$ cat src/qmvp_pkg.sv
package qmvp_pkg;

  localparam int MAX_VEC_LEN = 64;
  localparam int MAX_ROWS    = 1024;

  localparam int VEC_AW  = $clog2(MAX_VEC_LEN);
  localparam int LEN_W   = $clog2(MAX_VEC_LEN + 1);
  localparam int ROW_W   = $clog2(MAX_ROWS);
  localparam int ROWS_W  = $clog2(MAX_ROWS + 1);

  localparam int VAL_W   = 8;
  localparam int OFS_W   = 9;
  localparam int DIFF_W  = 10;
  localparam int PROD_W  = 2 * DIFF_W;
  localparam int ACC_W   = 32;
  localparam int VLEN_W  = 7;
  localparam int RCNT_W  = 11;
  localparam int CFG_DW  = 11;
  localparam int CFG_AW  = 2;

  typedef enum logic [CFG_AW-1:0] {
    REG_ACT_ZERO    = 2'd0,
    REG_WEIGHT_ZERO = 2'd1,
    REG_VEC_LEN     = 2'd2,
    REG_ROW_COUNT   = 2'd3
  } cfg_reg_t;

  localparam logic OP_LOAD_VEC = 1'b0;
  localparam logic OP_MATRIX   = 1'b1;

  typedef struct packed {
    logic              op;
    logic signed [7:0] value;
  } in_t;

  typedef struct packed {
    logic signed [31:0] dot;
    logic [9:0]         row_index;
  } out_t;

  typedef struct packed {
    logic signed [OFS_W-1:0] act_zero_offset;
    logic signed [OFS_W-1:0] weight_zero_offset;
    logic [VLEN_W-1:0]       vec_len;
    logic [RCNT_W-1:0]       row_count;
  } cfg_t;

  // one matrix word on its way from the sequencer to the mac pipeline
  typedef struct packed {
    logic                    valid;
    logic                    last;
    logic [ROW_W-1:0]        row;
    logic signed [VAL_W-1:0] value;
  } mac_req_t;

endpackage

$ cat src/qmvp_ram.sv
module qmvp_ram #(
  parameter int WIDTH = 8,
  parameter int DEPTH = 64
) (
  input  logic                     clk,
  input  logic                     we,
  input  logic [$clog2(DEPTH)-1:0] waddr,
  input  logic [WIDTH-1:0]         wdata,
  input  logic                     re,
  input  logic [$clog2(DEPTH)-1:0] raddr,
  output logic [WIDTH-1:0]         rdata
);

  logic [WIDTH-1:0] mem [DEPTH];

  always_ff @(posedge clk) begin
    if (we) begin
      mem[waddr] <= wdata;
    end
    if (re) begin
      rdata <= mem[raddr];
    end
  end

endmodule

$ cat src/qmvp_regs.sv
module qmvp_regs (
  input  logic                          clk,
  input  logic                          rst,
  input  logic                          cfg_valid,
  output logic                          cfg_ready,
  input  logic [qmvp_pkg::CFG_AW-1:0]   cfg_index,
  input  logic [qmvp_pkg::CFG_DW-1:0]   cfg_data,
  output qmvp_pkg::cfg_t                cfg
);

  assign cfg_ready = 1'b1;

  always_ff @(posedge clk) begin
    if (rst) begin
      cfg.act_zero_offset    <= '0;
      cfg.weight_zero_offset <= '0;
      cfg.vec_len            <= qmvp_pkg::VLEN_W'(64);
      cfg.row_count          <= qmvp_pkg::RCNT_W'(64);
    end else if (cfg_valid) begin
      unique case (qmvp_pkg::cfg_reg_t'(cfg_index))
        qmvp_pkg::REG_ACT_ZERO:    cfg.act_zero_offset    <= cfg_data[qmvp_pkg::OFS_W-1:0];
        qmvp_pkg::REG_WEIGHT_ZERO: cfg.weight_zero_offset <= cfg_data[qmvp_pkg::OFS_W-1:0];
        qmvp_pkg::REG_VEC_LEN:     cfg.vec_len            <= cfg_data[qmvp_pkg::VLEN_W-1:0];
        qmvp_pkg::REG_ROW_COUNT:   cfg.row_count          <= cfg_data[qmvp_pkg::RCNT_W-1:0];
      endcase
    end
  end

endmodule

$ cat src/qmvp_seq.sv
module qmvp_seq (
  input  logic                          clk,
  input  logic                          rst,
  input  qmvp_pkg::cfg_t                cfg,
  input  logic                          in_valid,
  input  qmvp_pkg::in_t                 in_data,
  input  logic                          advance,
  output logic                          in_ready,
  output logic                          vec_we,
  output logic [qmvp_pkg::VEC_AW-1:0]   vec_waddr,
  output logic [qmvp_pkg::VAL_W-1:0]    vec_wdata,
  output logic [qmvp_pkg::VEC_AW-1:0]   vec_raddr,
  output qmvp_pkg::mac_req_t            req
);

  logic [qmvp_pkg::VEC_AW-1:0] write_pos, write_pos_next;
  logic [qmvp_pkg::VEC_AW-1:0] column_pos, column_pos_next;
  logic [qmvp_pkg::ROW_W-1:0]  row_pos, row_pos_next;

  logic [qmvp_pkg::LEN_W-1:0]  len;
  logic [qmvp_pkg::ROWS_W-1:0] rows;
  logic [qmvp_pkg::VEC_AW-1:0] wp, cp;
  logic [qmvp_pkg::ROW_W-1:0]  rp;
  logic [qmvp_pkg::LEN_W-1:0]  wp_inc, cp_inc;
  logic [qmvp_pkg::ROWS_W-1:0] rp_inc;
  logic                        accept, col_last;

  // clamp the configured lengths to 1..max
  always_comb begin
    if (cfg.vec_len == '0) begin
      len = qmvp_pkg::LEN_W'(1);
    end else if (int'(cfg.vec_len) > qmvp_pkg::MAX_VEC_LEN) begin
      len = qmvp_pkg::LEN_W'(qmvp_pkg::MAX_VEC_LEN);
    end else begin
      len = qmvp_pkg::LEN_W'(cfg.vec_len);
    end
    if (cfg.row_count == '0) begin
      rows = qmvp_pkg::ROWS_W'(1);
    end else if (int'(cfg.row_count) > qmvp_pkg::MAX_ROWS) begin
      rows = qmvp_pkg::ROWS_W'(qmvp_pkg::MAX_ROWS);
    end else begin
      rows = qmvp_pkg::ROWS_W'(cfg.row_count);
    end
  end

  assign in_ready = advance;
  assign accept   = in_valid && in_ready;

  // stale positions past a shrunken length restart at zero
  assign wp = (qmvp_pkg::LEN_W'(write_pos) >= len) ? '0 : write_pos;
  assign cp = (qmvp_pkg::LEN_W'(column_pos) >= len) ? '0 : column_pos;
  assign rp = (qmvp_pkg::ROWS_W'(row_pos) >= rows) ? '0 : row_pos;

  assign wp_inc   = qmvp_pkg::LEN_W'(wp) + qmvp_pkg::LEN_W'(1);
  assign cp_inc   = qmvp_pkg::LEN_W'(cp) + qmvp_pkg::LEN_W'(1);
  assign rp_inc   = qmvp_pkg::ROWS_W'(rp) + qmvp_pkg::ROWS_W'(1);
  assign col_last = cp_inc >= len;

  always_comb begin
    write_pos_next  = write_pos;
    column_pos_next = column_pos;
    row_pos_next    = row_pos;
    if (accept) begin
      if (in_data.op == qmvp_pkg::OP_LOAD_VEC) begin
        write_pos_next = (wp_inc >= len) ? '0 : wp_inc[qmvp_pkg::VEC_AW-1:0];
      end else begin
        column_pos_next = col_last ? '0 : cp_inc[qmvp_pkg::VEC_AW-1:0];
        if (col_last) begin
          row_pos_next = (rp_inc >= rows) ? '0 : rp_inc[qmvp_pkg::ROW_W-1:0];
        end
      end
    end
  end

  always_ff @(posedge clk) begin
    if (rst) begin
      write_pos  <= '0;
      column_pos <= '0;
      row_pos    <= '0;
    end else begin
      write_pos  <= write_pos_next;
      column_pos <= column_pos_next;
      row_pos    <= row_pos_next;
    end
  end

  assign vec_we    = accept && (in_data.op == qmvp_pkg::OP_LOAD_VEC);
  assign vec_waddr = wp;
  assign vec_wdata = in_data.value;
  assign vec_raddr = cp;

  assign req.valid = accept && (in_data.op == qmvp_pkg::OP_MATRIX);
  assign req.last  = col_last;
  assign req.row   = rp;
  assign req.value = in_data.value;

  a_row_end_restarts_column: assert property (@(posedge clk) disable iff (rst)
    req.valid && req.last |=> column_pos == '0)
    else $error("column position not restarted after row end");

  a_load_keeps_row: assert property (@(posedge clk) disable iff (rst)
    vec_we |=> $stable(row_pos) && $stable(column_pos))
    else $error("vector load moved matrix positions");

  a_load_xor_matrix: assert property (@(posedge clk) disable iff (rst)
    !(vec_we && req.valid))
    else $error("one word both loaded and multiplied");

endmodule

$ cat src/qmvp_mac.sv
module qmvp_mac (
  input  logic                          clk,
  input  logic                          rst,
  input  qmvp_pkg::cfg_t                cfg,
  input  qmvp_pkg::mac_req_t            req,
  input  logic [qmvp_pkg::VAL_W-1:0]    vec_rdata,
  output logic                          advance,
  output logic                          out_valid,
  input  logic                          out_ready,
  output qmvp_pkg::out_t                out_data
);

  // stage 1: word plus vector element from the ram
  logic                            s1_valid;
  logic                            s1_last;
  logic [qmvp_pkg::ROW_W-1:0]      s1_row;
  logic signed [qmvp_pkg::VAL_W-1:0] s1_value;

  // stage 2: registered product
  logic                            s2_valid;
  logic                            s2_last;
  logic [qmvp_pkg::ROW_W-1:0]      s2_row;
  logic signed [qmvp_pkg::PROD_W-1:0] s2_prod;

  logic [qmvp_pkg::ACC_W-1:0]      acc, acc_next;
  logic [qmvp_pkg::ACC_W-1:0]      sum;
  logic signed [qmvp_pkg::DIFF_W-1:0] a_diff, w_diff;
  logic signed [qmvp_pkg::PROD_W-1:0] prod;
  logic                            emit;

  assign advance = !(s2_valid && s2_last && out_valid && !out_ready);
  assign emit    = advance && s2_valid && s2_last;

  assign a_diff = qmvp_pkg::DIFF_W'($signed(vec_rdata)) -
                  qmvp_pkg::DIFF_W'(cfg.act_zero_offset);
  assign w_diff = qmvp_pkg::DIFF_W'(s1_value) -
                  qmvp_pkg::DIFF_W'(cfg.weight_zero_offset);
  assign prod   = a_diff * w_diff;

  assign sum = acc + {{(qmvp_pkg::ACC_W - qmvp_pkg::PROD_W){s2_prod[qmvp_pkg::PROD_W-1]}},
                      s2_prod};

  always_comb begin
    acc_next = acc;
    if (advance && s2_valid) begin
      acc_next = s2_last ? '0 : sum;
    end
  end

  always_ff @(posedge clk) begin
    if (rst) begin
      s1_valid  <= 1'b0;
      s2_valid  <= 1'b0;
      acc       <= '0;
      out_valid <= 1'b0;
    end else begin
      acc <= acc_next;
      if (advance) begin
        s1_valid <= req.valid;
        s2_valid <= s1_valid;
      end
      if (emit) begin
        out_valid <= 1'b1;
      end else if (out_ready) begin
        out_valid <= 1'b0;
      end
    end
  end

  always_ff @(posedge clk) begin
    if (advance) begin
      s1_last  <= req.last;
      s1_row   <= req.row;
      s1_value <= req.value;
      s2_last  <= s1_last;
      s2_row   <= s1_row;
      s2_prod  <= prod;
    end
    if (emit) begin
      out_data.dot       <= $signed(sum);
      out_data.row_index <= s2_row;
    end
  end

  a_acc_cleared_after_row: assert property (@(posedge clk) disable iff (rst)
    emit |=> acc == '0)
    else $error("accumulator not cleared after row result");

  a_emit_shows_result: assert property (@(posedge clk) disable iff (rst)
    emit |=> out_valid)
    else $error("row result not presented");

  a_stall_freezes_pipe: assert property (@(posedge clk) disable iff (rst)
    !advance |=> $stable(s2_prod) && $stable(acc) && $stable(s1_valid))
    else $error("pipeline moved during stall");

endmodule

$ cat src/quantized_matrix_vector_product_top.sv
// Quantized int8 matrix-vector product. Op 0 words load the activation vector
// into a 64-entry circular store; op 1 words stream the matrix in row-major
// order, and each multiplies (vector element - act_zero_offset) by
// (word - weight_zero_offset) into a wrapping 32-bit accumulator. After
// vec_len matrix words the row's dot product and row number come out.
// Throughput is one word per cycle unless input is held off: vector ram read,
// 10x10 multiply and accumulate each sit in their own register stage. A row
// result passes stage 1 and stage 2 into the output register. Input is held
// off only while a finished row result must enter an output register that is
// still occupied. Configuration writes are taken every cycle and must only
// arrive while the block is idle. Vector entries must be written before use.
module quantized_matrix_vector_product_top (
  input  logic                          clk,
  input  logic                          rst,
  input  logic                          in_valid,
  output logic                          in_ready,
  input  qmvp_pkg::in_t                 in_data,
  output logic                          out_valid,
  input  logic                          out_ready,
  output qmvp_pkg::out_t                out_data,
  input  logic                          cfg_valid,
  output logic                          cfg_ready,
  input  logic [qmvp_pkg::CFG_AW-1:0]   cfg_index,
  input  logic [qmvp_pkg::CFG_DW-1:0]   cfg_data
);

  qmvp_pkg::cfg_t              cfg;
  qmvp_pkg::mac_req_t          req;
  logic                        advance;
  logic                        vec_we;
  logic [qmvp_pkg::VEC_AW-1:0] vec_waddr, vec_raddr;
  logic [qmvp_pkg::VAL_W-1:0]  vec_wdata, vec_rdata;

  qmvp_regs u_regs (
    .clk       (clk),
    .rst       (rst),
    .cfg_valid (cfg_valid),
    .cfg_ready (cfg_ready),
    .cfg_index (cfg_index),
    .cfg_data  (cfg_data),
    .cfg       (cfg)
  );

  qmvp_seq u_seq (
    .clk       (clk),
    .rst       (rst),
    .cfg       (cfg),
    .in_valid  (in_valid),
    .in_data   (in_data),
    .advance   (advance),
    .in_ready  (in_ready),
    .vec_we    (vec_we),
    .vec_waddr (vec_waddr),
    .vec_wdata (vec_wdata),
    .vec_raddr (vec_raddr),
    .req       (req)
  );

  qmvp_ram #(
    .WIDTH (qmvp_pkg::VAL_W),
    .DEPTH (qmvp_pkg::MAX_VEC_LEN)
  ) u_vec_ram (
    .clk   (clk),
    .we    (vec_we),
    .waddr (vec_waddr),
    .wdata (vec_wdata),
    .re    (advance),
    .raddr (vec_raddr),
    .rdata (vec_rdata)
  );

  qmvp_mac u_mac (
    .clk       (clk),
    .rst       (rst),
    .cfg       (cfg),
    .req       (req),
    .vec_rdata (vec_rdata),
    .advance   (advance),
    .out_valid (out_valid),
    .out_ready (out_ready),
    .out_data  (out_data)
  );

endmodule
$ cat config.mk
export PLATFORM = sky130hd
export DESIGN_NAME = quantized_matrix_vector_product_top
export DESIGN_NICKNAME = d
export VERILOG_FILES = /design/src/qmvp_pkg.sv /design/src/qmvp_ram.sv /design/src/qmvp_regs.sv /design/src/qmvp_seq.sv /design/src/qmvp_mac.sv /design/src/quantized_matrix_vector_product_top.sv
export SDC_FILE = /design/constraint.sdc
export NUM_CORES = 1
export LEC_CHECK = 0
export ABC_AREA = 1
export BUFFER_PORTS_ARGS = -buffer_cell sky130_fd_sc_hd__buf_2
export CAP_MARGIN = 10
export CORE_MARGIN = 1.5
export CORE_UTILIZATION = 60
export DETAILED_ROUTE_END_ITERATION = 12
export PLACE_DENSITY = 0.82
export REMOVE_ABC_BUFFERS = 1
export SLEW_MARGIN = 20
export SYNTH_ARGS = -nofsm -noshare
export SYNTH_HDL_FRONTEND = slang
export SYNTH_HIERARCHICAL = 1
export SYNTH_SLANG_ARGS = --single-unit
$ cat constraint.sdc
create_clock -name clk -period 6.85 [get_ports clk]
set_input_delay 1.37 -clock clk [delete_from_list [all_inputs] [get_ports clk]]
set_output_delay 1.37 -clock clk [all_outputs]
set_load 0.03 [all_outputs]
# After elaboration in Yosys (flattened, before gate mapping)
# Memory sizes are Yosys's and may differ from the RTL's. A register that Yosys moved wholly into a read port is not among the register bits.
# Index checks and enable logic that the tools add are counted.
totals:
  elab_cells: 76
  in_bits: 27
  reg_bits: 185
  n_memories: 1
  output_inout_bits: 45
  mem_bits_rw: 512
classes:
  add_sub_neg: 6
  magnitude_cmp: 8
  muxes: 15
  bitwise: 1
  eq_ne: 3
  n_mul: 1
  reduce_logical: 22
memory_table:
  columns: ["name", "words", "word_bits", "rd", "rd_ports_with_merged_regs", "write_ports", "line_no", "text"]
  rows:
  - ["u_vec_ram.mem", 64, 8, 1, 1, 1, "qmvp_ram.sv:14", "logic [WIDTH-1:0] mem [DEPTH];"]
op_table:
  columns: ["operator", "count"]
  rows:
  - ["$add A32 B32 Y32", 1]
  - ["$mux W32", 1]
  - ["$mux W6", 4]
  - ["$mux W11", 2]
  - ["$mul A10 B10 Y20", 1]
  - ["$mux W10", 2]
  - ["$sub A8 B9 Y10", 2]
  - ["$add A6 B1 Y7 const B", 2]
  - ["$ge A6 B7 Y1", 2]
  - ["$ge A7 B7 Y1", 2]
  - ["$mux W7", 2]
  - ["$reduce_and A2 Y1", 6]
  - ["$add A10 B1 Y11 const B", 1]
  - ["$ge A10 B11 Y1", 1]
  - ["$ge A11 B11 Y1", 1]
  - ["$gt A11 B11 Y1 const B", 1]
  - ["$logic_not A11 Y1", 1]
  - ["$logic_and A1 B1 Y1", 8]
  - ["$gt A7 B7 Y1 const B", 1]
  - ["$logic_not A7 Y1", 1]
  - ["$eq A2 B2 Y1 const B", 2]
  - ["$mux W1", 4]
  - ["$logic_not A1 Y1", 3]
  - ["$reduce_and A3 Y1", 1]
  - ["4 further kinds", 4]

# Longest topological paths before layout
# Gate-level depths: netlist (run 1).
depth:
  depth_word: 8
  mapped_depth: 33
  ltp_nobuf: 33

# By module
# The synthesis (run 1) kept the hierarchy.
by_module_without_submodules:
  columns: ["module", "area_each_um2", "cells_each", "seq_area_each_um2", "instances"]
  rows:
  - ["qmvp_ram", 21419.3, 1805, 15615.0, 1]
  - ["qmvp_mac", 11275.8, 1392, 3463.3, 1]
  - ["qmvp_seq", 2857.7, 450, 440.4, 1]
  - ["qmvp_regs", 1514.0, 232, 720.7, 1]

# Worst setup path before layout (run 1)
# No wires, ideal clock.
synth_timing:
  kind: "flip-flop to flip-flop"
  startpoint: "register u_mac/s1_value[0] in the netlist's numbering"
  endpoint: "register u_mac/s2_prod[19] in the netlist's numbering, data pin"
  slack_ns: 1.027
  setup_time_ns: 0.252
  n_path_buf: 0
  synth_period_minus_slack_ns: 5.823
  path_stages_with_launch: 23
  t_arrival_ns: 5.571
  required_ns: 6.598
  path_cell_list: "edfxtp_1 > inv_1 > ha_1 > inv_1 > fa_1 > xor2_1 > inv_1 > nor2_1 > fa_1 > fa_1 > inv_1 > fa_1 > fa_1 > inv_1 > fa_1 > ha_1 > a21oi_1 > o21a_1 > o21ai_0 > a31oi_1 > inv_1 > nand2_1 > nand2_1"
synth_between:
  elab_chain_cells: 2
synth_lines:
  columns: ["element", "line_no", "text"]
  rows:
  - ["start: declaration", "qmvp_mac.sv:17", "logic signed [qmvp_pkg::VAL_W-1:0] s1_value;"]
  - ["start signal: assignment", "qmvp_mac.sv:74", "s1_value <= req.value;"]
  - ["$sub A8 B9 Y10", "qmvp_mac.sv:36", "assign w_diff = qmvp_pkg::DIFF_W'(s1_value) -"]
  - ["$mul A10 B10 Y20", "qmvp_mac.sv:38", "assign prod = a_diff * w_diff;"]
  - ["net u_mac.prod (one bit)", "qmvp_mac.sv:28", "logic signed [qmvp_pkg::PROD_W-1:0] prod;"]
  - ["end signal: assignment", "qmvp_mac.sv:77", "s2_prod <= prod;"]
  - ["end: declaration", "qmvp_mac.sv:23", "logic signed [qmvp_pkg::PROD_W-1:0] s2_prod;"]
# The timed path passes the listed nets, and every way through them passes these cells.
# A chain may end at the register's enable or synchronous reset.

# Final worst setup path (run 1)
layout_timing:
  startpoint: "register u_mac/s1_value[0] in the netlist's numbering"
  endpoint: "register u_mac/s2_prod[15] in the netlist's numbering, data pin"
# Same word-level chain as after synthesis.

==> out/qor.yml, run 1 <==
status: "finished, final reports clean"
p_leak_nw: 16.88
die_area_mm2: 0.06328
final_hold_viol_count: 0
clock_latency_ns: 0.63
crit_path_top_delay_cell: "fa_1"
fin_skew_ns: 0.02081
clkTransAtPathRegs_ns: 0.06
synth_edf_count: 612
drive_gt1_share_pct: 7.197
slowest_delay_ns: 0.54
fmax_mhz: 160.0
regArea_mm2: 0.02024
ys_seq_area_share_pct: 54.60
detailedPlacementHpwl_um: 53330
syn-instance-count: 3879
dr.pass1.iters: 6
numCtsBuffers: 71
drt-initial-drc-count: 2480
ir_worst_vdd_mv: 0.8846
final_nets: 4173
crit_path_max_fanout: 7
hold_path.class: "reg -> reg"
setup_violations: 0
die_w_um: 251.6
crit_type: "reg -> reg"
rsz0062_at_grt: "false"
worst_pin_slew_ns: 1.167
relSlewSlack_pct: 21.70
io_buffer_count: 70
cp.required_ns: 7.22
grt_pass1_wl_um: 133200
grt_pass1_vias: 26045
drcViolationCount: 0
p_per_area_mw_per_mm2: 432.1
antenna_found_initial: 1
vias: 26925
grt.total_usage_pct: 26.70
cts_hold_buf: 0
netlist_area_mm2: 0.03707
rows: 90
p_total_mw: 17.30
viasPerCell: 5.678
area_growth_pct: 7.997
fin_crit_sh_pct: 91.25
crit_family: "adder cells"
async_flop_share_pct: 0
avgSynthCellArea_um2: 9.556
wl_per_cell_um: 17.65
finalCriticalPeriod_ns: 6.251
critPathLaunchType: "flop"
cts_max_level: 3
io_pins: 72
place_ws_ns: 0.6066
multi_input_area_mm2: 0.01418
ant_nets: 0
cts_root_buffer: "clkbuf_16"
gp_congestion: 0.9404
maxCapViolCount: 0
cts_sinks: 705
setup_slack_ns: 0.5994
synth_flop_cell: "edfxtp_1"
fillCellCount: 4516
arrival_ns: 6.62
drv_slew: 0
postCtsSetupBuffers: 0
endpoint_kind: "flop"
grt_max_degree: 169
ys_ff_latch: 705
path_buf_inv: 6
clockBufferDepth: 3
cts_resized: 0
diodes: 0
drt_wl_total_um: 83690
synth.yosys.warnings: 6
die_y_um: 251.6
synthDistinctLibCells: 50
initial_core_util_pct: 61.07
grt-ovfl-total: 0
cts_tree: "done"
core-area_mm2: 0.06070
## synth_stat cells, drive strengths merged, types with 2 or more instances
| master | n | area share (%) |
|---|---|---|
| nand3 | 544 | 7.4 |
| o21bai | 4 | 0.081 |
| and2 | 15 | 0.25 |
| a31oi | 3 | 0.051 |
| inv | 421 | 4.3 |
| nand4 | 42 | 0.71 |
| xnor2 | 13 | 0.31 |
| nor4 | 13 | 0.22 |
| fa | 94 | 5.1 |
| clkbuf | 29 | 0.29 |
| a21o | 4 | 0.081 |
| nand2 | 1225 | 12 |
| nor2 | 264 | 2.9 |
| xor2 | 33 | 0.82 |
| edfxtp | 612 | 50 |
| o21a | 2 | 0.040 |
| or2 | 8 | 0.14 |
| and3 | 3 | 0.051 |
| a211oi | 3 | 0.061 |
| dfxtp | 93 | 5.0 |
| a21oi | 123 | 1.7 |
| nor3 | 14 | 0.26 |
| a22oi | 2 | 0.054 |
| o211ai | 2 | 0.040 |
| o21ai | 28 | 0.38 |
| ha | 148 | 5.0 |
| buf | 131 | 2.6 |
## path summary, 6_finish.rpt
kind	from	to	slack, ns	cells after the start
worst max-delay path	u_mac/s1_value[0]	u_mac/s2_prod[15]	0.60	27
worst min-delay path	u_mac/s2_row[0]	u_mac/out_data[0]	0.42	0
worst max register to register	u_mac/s1_value[0]	u_mac/s2_prod[15]	0.60	27
worst min register to register	u_mac/s2_row[0]	u_mac/out_data[0]	0.42	0
## cell families (layout without fill, tap and decap cells)
group | after synthesis | after routing | share of synthesized area [%]
AOI/OAI and AO/OA | 174 | 174 | 2.508
xor gates and xnor gates | 46 | 46 | 1.127
adders and majority gates | 242 | 242 | 10.07
buffers and inverters | 582 | 663 | 7.220
DFF | 705 | 705 | 54.60
other | 1 | 1 | 0.01012
and+or+nand+nor | 2129 | 2129 | 24.46
## where the power goes
part	internal, mW	leakage [nW]	switching [mW]
Sequential	5.19	6.39	0.0687
Combinational	3.09	9.34	5.11
Clock	2.21	1.14	1.64
Total	10.5	16.9	6.81
## layout make-up
class	count	share of cell area [%]
Clock buffer	88	4.698
Clock inverter	41	1.147
Inverter	422	3.976
Multi-Input combinational cell	2592	35.42
Sequential cell	705	50.56
Tap cell	782	2.444
Timing Repair Buffer	112	1.757
## registers in the layout, indices dropped and copies added, names as in the netlist, 6 cells and up
register          cells
u_seq/write_pos       6
u_mac/s2_prod        20
u_vec_ram/rdata       8
u_vec_ram/mem       512
u_regs/cfg           36
u_mac/s1_row         10
u_mac/s2_row         10
u_mac/acc            32
u_seq/column_pos      6
u_mac/out_data       42
u_mac/s1_value        8
u_seq/row_pos        10
## layer usage
layer | global-route usage (%) | part of all wire (%) | vias up
met3 | 4.457 | 8.1 | 224
met2 | 45.07 | 49 | 1187
met1 | 34.51 | 40 | 12650
met5 | 0 | 0.016 | -
met4 | 10.72 | 3.6 | 2
li1 | - | - | 12862
## layout by cell type (no fill, tap or decap), types with 4 or more instances in the layout
master and instances:
inv_1 407, nor2_4 10, clkinv_1 13, clkbuf_8 4, clkbuf_16 71, xnor2_1 13
clkinv_2 14, a21oi_1 123, nor3_2 5, inv_2 11, nand2_2 11, dfxtp_1 93
clkbuf_1 13, nor4_1 13, buf_4 39, nand4_1 42, or2_2 6, o21bai_1 4
nand2_1 1213, a21o_1 4, and2_1 15, nand3_2 6, bufinv_16 6, nor3_1 9
nor2_2 13, nor2_1 241, fa_1 94, nand3_1 538, o21ai_0 25, xor2_1 31
ha_1 148, buf_2 70, edfxtp_1 612
## per-stage QoR
stage / std cells / hold WS [ns] / TNS (ns) / cell area, um^2 / utilization (%)
floorplan: 3719 / 0.4003 / -144.13 / 35980 / -
global placement: 4613 / 0.4010 / 0 / 37690 / 62.10
detailed placement: 4613 / 0.4045 / 0 / 37690 / 62.10
CTS: 4742 / 0.4184 / 0 / 40030 / 65.95
global route: 4742 / 0.4241 / 0 / 40030 / 65.95
finish: 4742 / 0.4169 / 0 / 40030 / 65.95
Note: power is estimated with default switching activity, not from simulation.
==> run 2, diff against run 1 <==
==> constraint.sdc (replaced) <==
create_clock -name clk -period 7.29 [get_ports clk]
set_input_delay 1.458 -clock clk [delete_from_list [all_inputs] [get_ports clk]]
set_output_delay 1.458 -clock clk [all_outputs]
set_load 0.03 [all_outputs]
==> run 2 against run 1 <==
Clock skew grew 0.0024 ns. Power shrank 6.3%. Final area shrank 0.22%. Wire length grew 0.75%. Fmax shrank 1.8%. Critical endpoint unchanged.
==> out/qor.yml, run 2 (synthesis gave the netlist of run 1 again) <==
cts_max_level: 3  # unchanged
detailedPlacementHpwl_um: 53350  # about the same
p_leak_nw: 16.82  # -0.36%
met3_usage_pct: 5.117  # +0.66 points
largest_registers: "u_vec_ram/mem: 512 flops, u_mac/out_data: 42 flops, u_regs/cfg: 36 flops"
grt.total_usage_pct: 26.62  # -0.082 points
status: "finished, final reports clean"
diodes: 0  # unchanged
wl_per_cell_um: 17.81  # +0.90%
r2r_end: "u_mac/s2_prod[15]"
fin_crit_sh_pct: 87.31  # -3.9 points
largest_reg_flops: 512  # unchanged
die_w_um: 251.6  # unchanged
cts_hold_buf: 0  # unchanged
use_met1_pct: 33.40  # -1.1 points
relSlewSlack_pct: 34.46  # +13 points
numCtsBuffers: 72  # +1.4%
fmax_mhz: 157.1  # -1.8%
drt-initial-drc-count: 2528  # +1.9%
regArea_mm2: 0.02024  # unchanged
critPathLaunchType: "flop"
core-area_mm2: 0.06070  # unchanged
cts_tree: "done"
cts_sinks: 705  # unchanged
crit_path_max_fanout: 7  # unchanged
grt_pass1_vias: 26151  # +0.41%
p_per_area_mw_per_mm2: 405.6  # -6.1%
rsz0062_at_grt: "false"
postCtsSetupBuffers: 0  # unchanged
grt_pass1_wl_um: 132500  # -0.53%
gp_congestion: 0.9463  # +0.63%
endpoint_kind: "flop"
drv_slew: 0  # unchanged
clock_latency_ns: 0.63  # about the same
clockBufferDepth: 3  # unchanged
min_to: "u_mac/s2_row[5]"
worst_pin_slew_ns: 0.9831  # -0.1841 ns
finalCriticalPeriod_ns: 6.365  # +0.1141 ns
die_area_mm2: 0.06328  # unchanged
crit_path_top_delay_cell: "fa_1"
cp.required_ns: 7.65  # +0.43 ns
hold_depth: 0  # unchanged
clkTransAtPathRegs_ns: 0.06  # about the same
hold_path.class: "reg -> reg"
grt_max_degree: 185  # +9.5%
fillCellCount: 4496  # -0.44%
rows: 90  # unchanged
startpoint: "u_mac/s1_value[0]"
finalInstanceArea_mm2: 0.03994  # -0.22%
placedInstanceArea_mm2: 0.03763  # -0.15%
r2r_slack_ns: 0.93  # +0.33 ns
drcViolationCount: 0  # unchanged
dr.pass1.iters: 6  # unchanged
worstHoldStart: "u_mac/s1_row[5]"
p_total_mw: 16.20  # -6.3%
die_y_um: 251.6  # unchanged
cts_resized: 0  # unchanged
vias: 27108  # +0.68%
arrival_ns: 6.72  # +0.10 ns
ant_nets: 0  # unchanged
setup_violations: 0  # unchanged
fin_skew_ns: 0.02325  # +0.002443 ns
crit_type: "reg -> reg"
io_buffer_count: 70  # unchanged
ir_worst_vdd_mv: 0.7737  # -13%
maxCapViolCount: 0  # unchanged
r2r_cells: 27  # unchanged
cts_root_buffer: "clkbuf_16"
initial_core_util_pct: 61.07  # unchanged
final_nets: 4168  # -0.12%
final_common_cell: "nand2_1"
viasPerCell: 5.725  # +0.83%
path_buf_inv: 6  # unchanged
antenna_found_initial: 1  # unchanged
drt_wl_total_um: 84310  # +0.75%
io_pins: 72  # unchanged
r2r-start: "u_mac/s1_value[0]"
regMostFlops: "u_vec_ram/mem"
final_hold_viol_count: 0  # unchanged
grt-ovfl-total: 0  # unchanged
slowest_delay_ns: 0.54  # about the same
gr-max-usage-layer: "met2"
drive_gt1_share_pct: 6.957  # -0.24 points
crit_family: "adder cells"
final_cell_mix: "nand2_1 (1213), edfxtp_1 (612), nand3_1 (538)"
multi_input_area_mm2: 0.01418  # unchanged
use_met2_pct: 44.99  # -0.079 points
area_growth_pct: 7.760
## run 2: layout make-up
| cell class | instances | share of cell area, % |
|---|---|---|
| Sequential cell | 705 | 50.67 |
| Timing Repair Buffer | 106 | 1.616 |
| Clock buffer | 88 | 4.764 |
| Multi-Input combinational cell | 2592 | 35.50 |
| Inverter | 422 | 3.984 |
| Tap cell | 782 | 2.450 |
| Clock inverter | 40 | 1.018 |
## run 2: worst max-delay path by stage
stage,to,slack [ns],cells past startpoint
finish,u_mac/s2_prod[15],0.93,27
detailed placement,u_mac/s2_prod[16],0.98,27
global placement,u_mac/s2_prod[15],1.10,27
CTS,u_mac/s2_prod[14],0.93,28
floorplan,u_vec_ram/rdata[4],-6.69,19
global route,u_mac/s2_prod[14],0.45,28
## run 2: worst register-to-register path: cells and delay by family (launching register included)
family	cells	cell delay, ns
buf+inv	6	0.51
xor+xnor	1	0.15
fa+ha+maj	8	3.46
simple gates	8	0.92
flops	1	0.37
compound gates	4	0.73
## run 2: per-stage QoR
step / utilization, % / worst slack, ns / hold slack [ns] / TNS (ns) / cells
4_1_cts: 65.81 / 0.9288 / 0.4175 / 0 / 4735
3_5_place_dp: 62.00 / 0.9819 / 0.4045 / 0 / 4607
5_1_grt: 65.81 / 0.4520 / 0.4231 / 0 / 4735
2_1_floorplan: - / -6.687 / 0.4003 / -133.13 / 3719
6_report: 65.81 / 0.9253 / 0.4177 / 0 / 4735
3_3_place_gp: 62.00 / 1.104 / 0.4020 / 0 / 4607
## run 2: per-layer routing
layer / share of wire, % / wire length (um) / vias to the layer above
met1: 39 / 32860 / 12740
met3: 8.5 / 7150 / 235
met5: 0.013 / 11 / -
li1: - / - / 12860
met2: 49 / 41070 / 1271
met4: 3.8 / 3214 / 2
## run 2: power breakdown
group | total, mW | internal, mW | switching, mW
combinational | 7.70 | 2.90 | 4.79
sequential | 4.94 | 4.87 | 0.0628
clock | 3.57 | 2.02 | 1.54
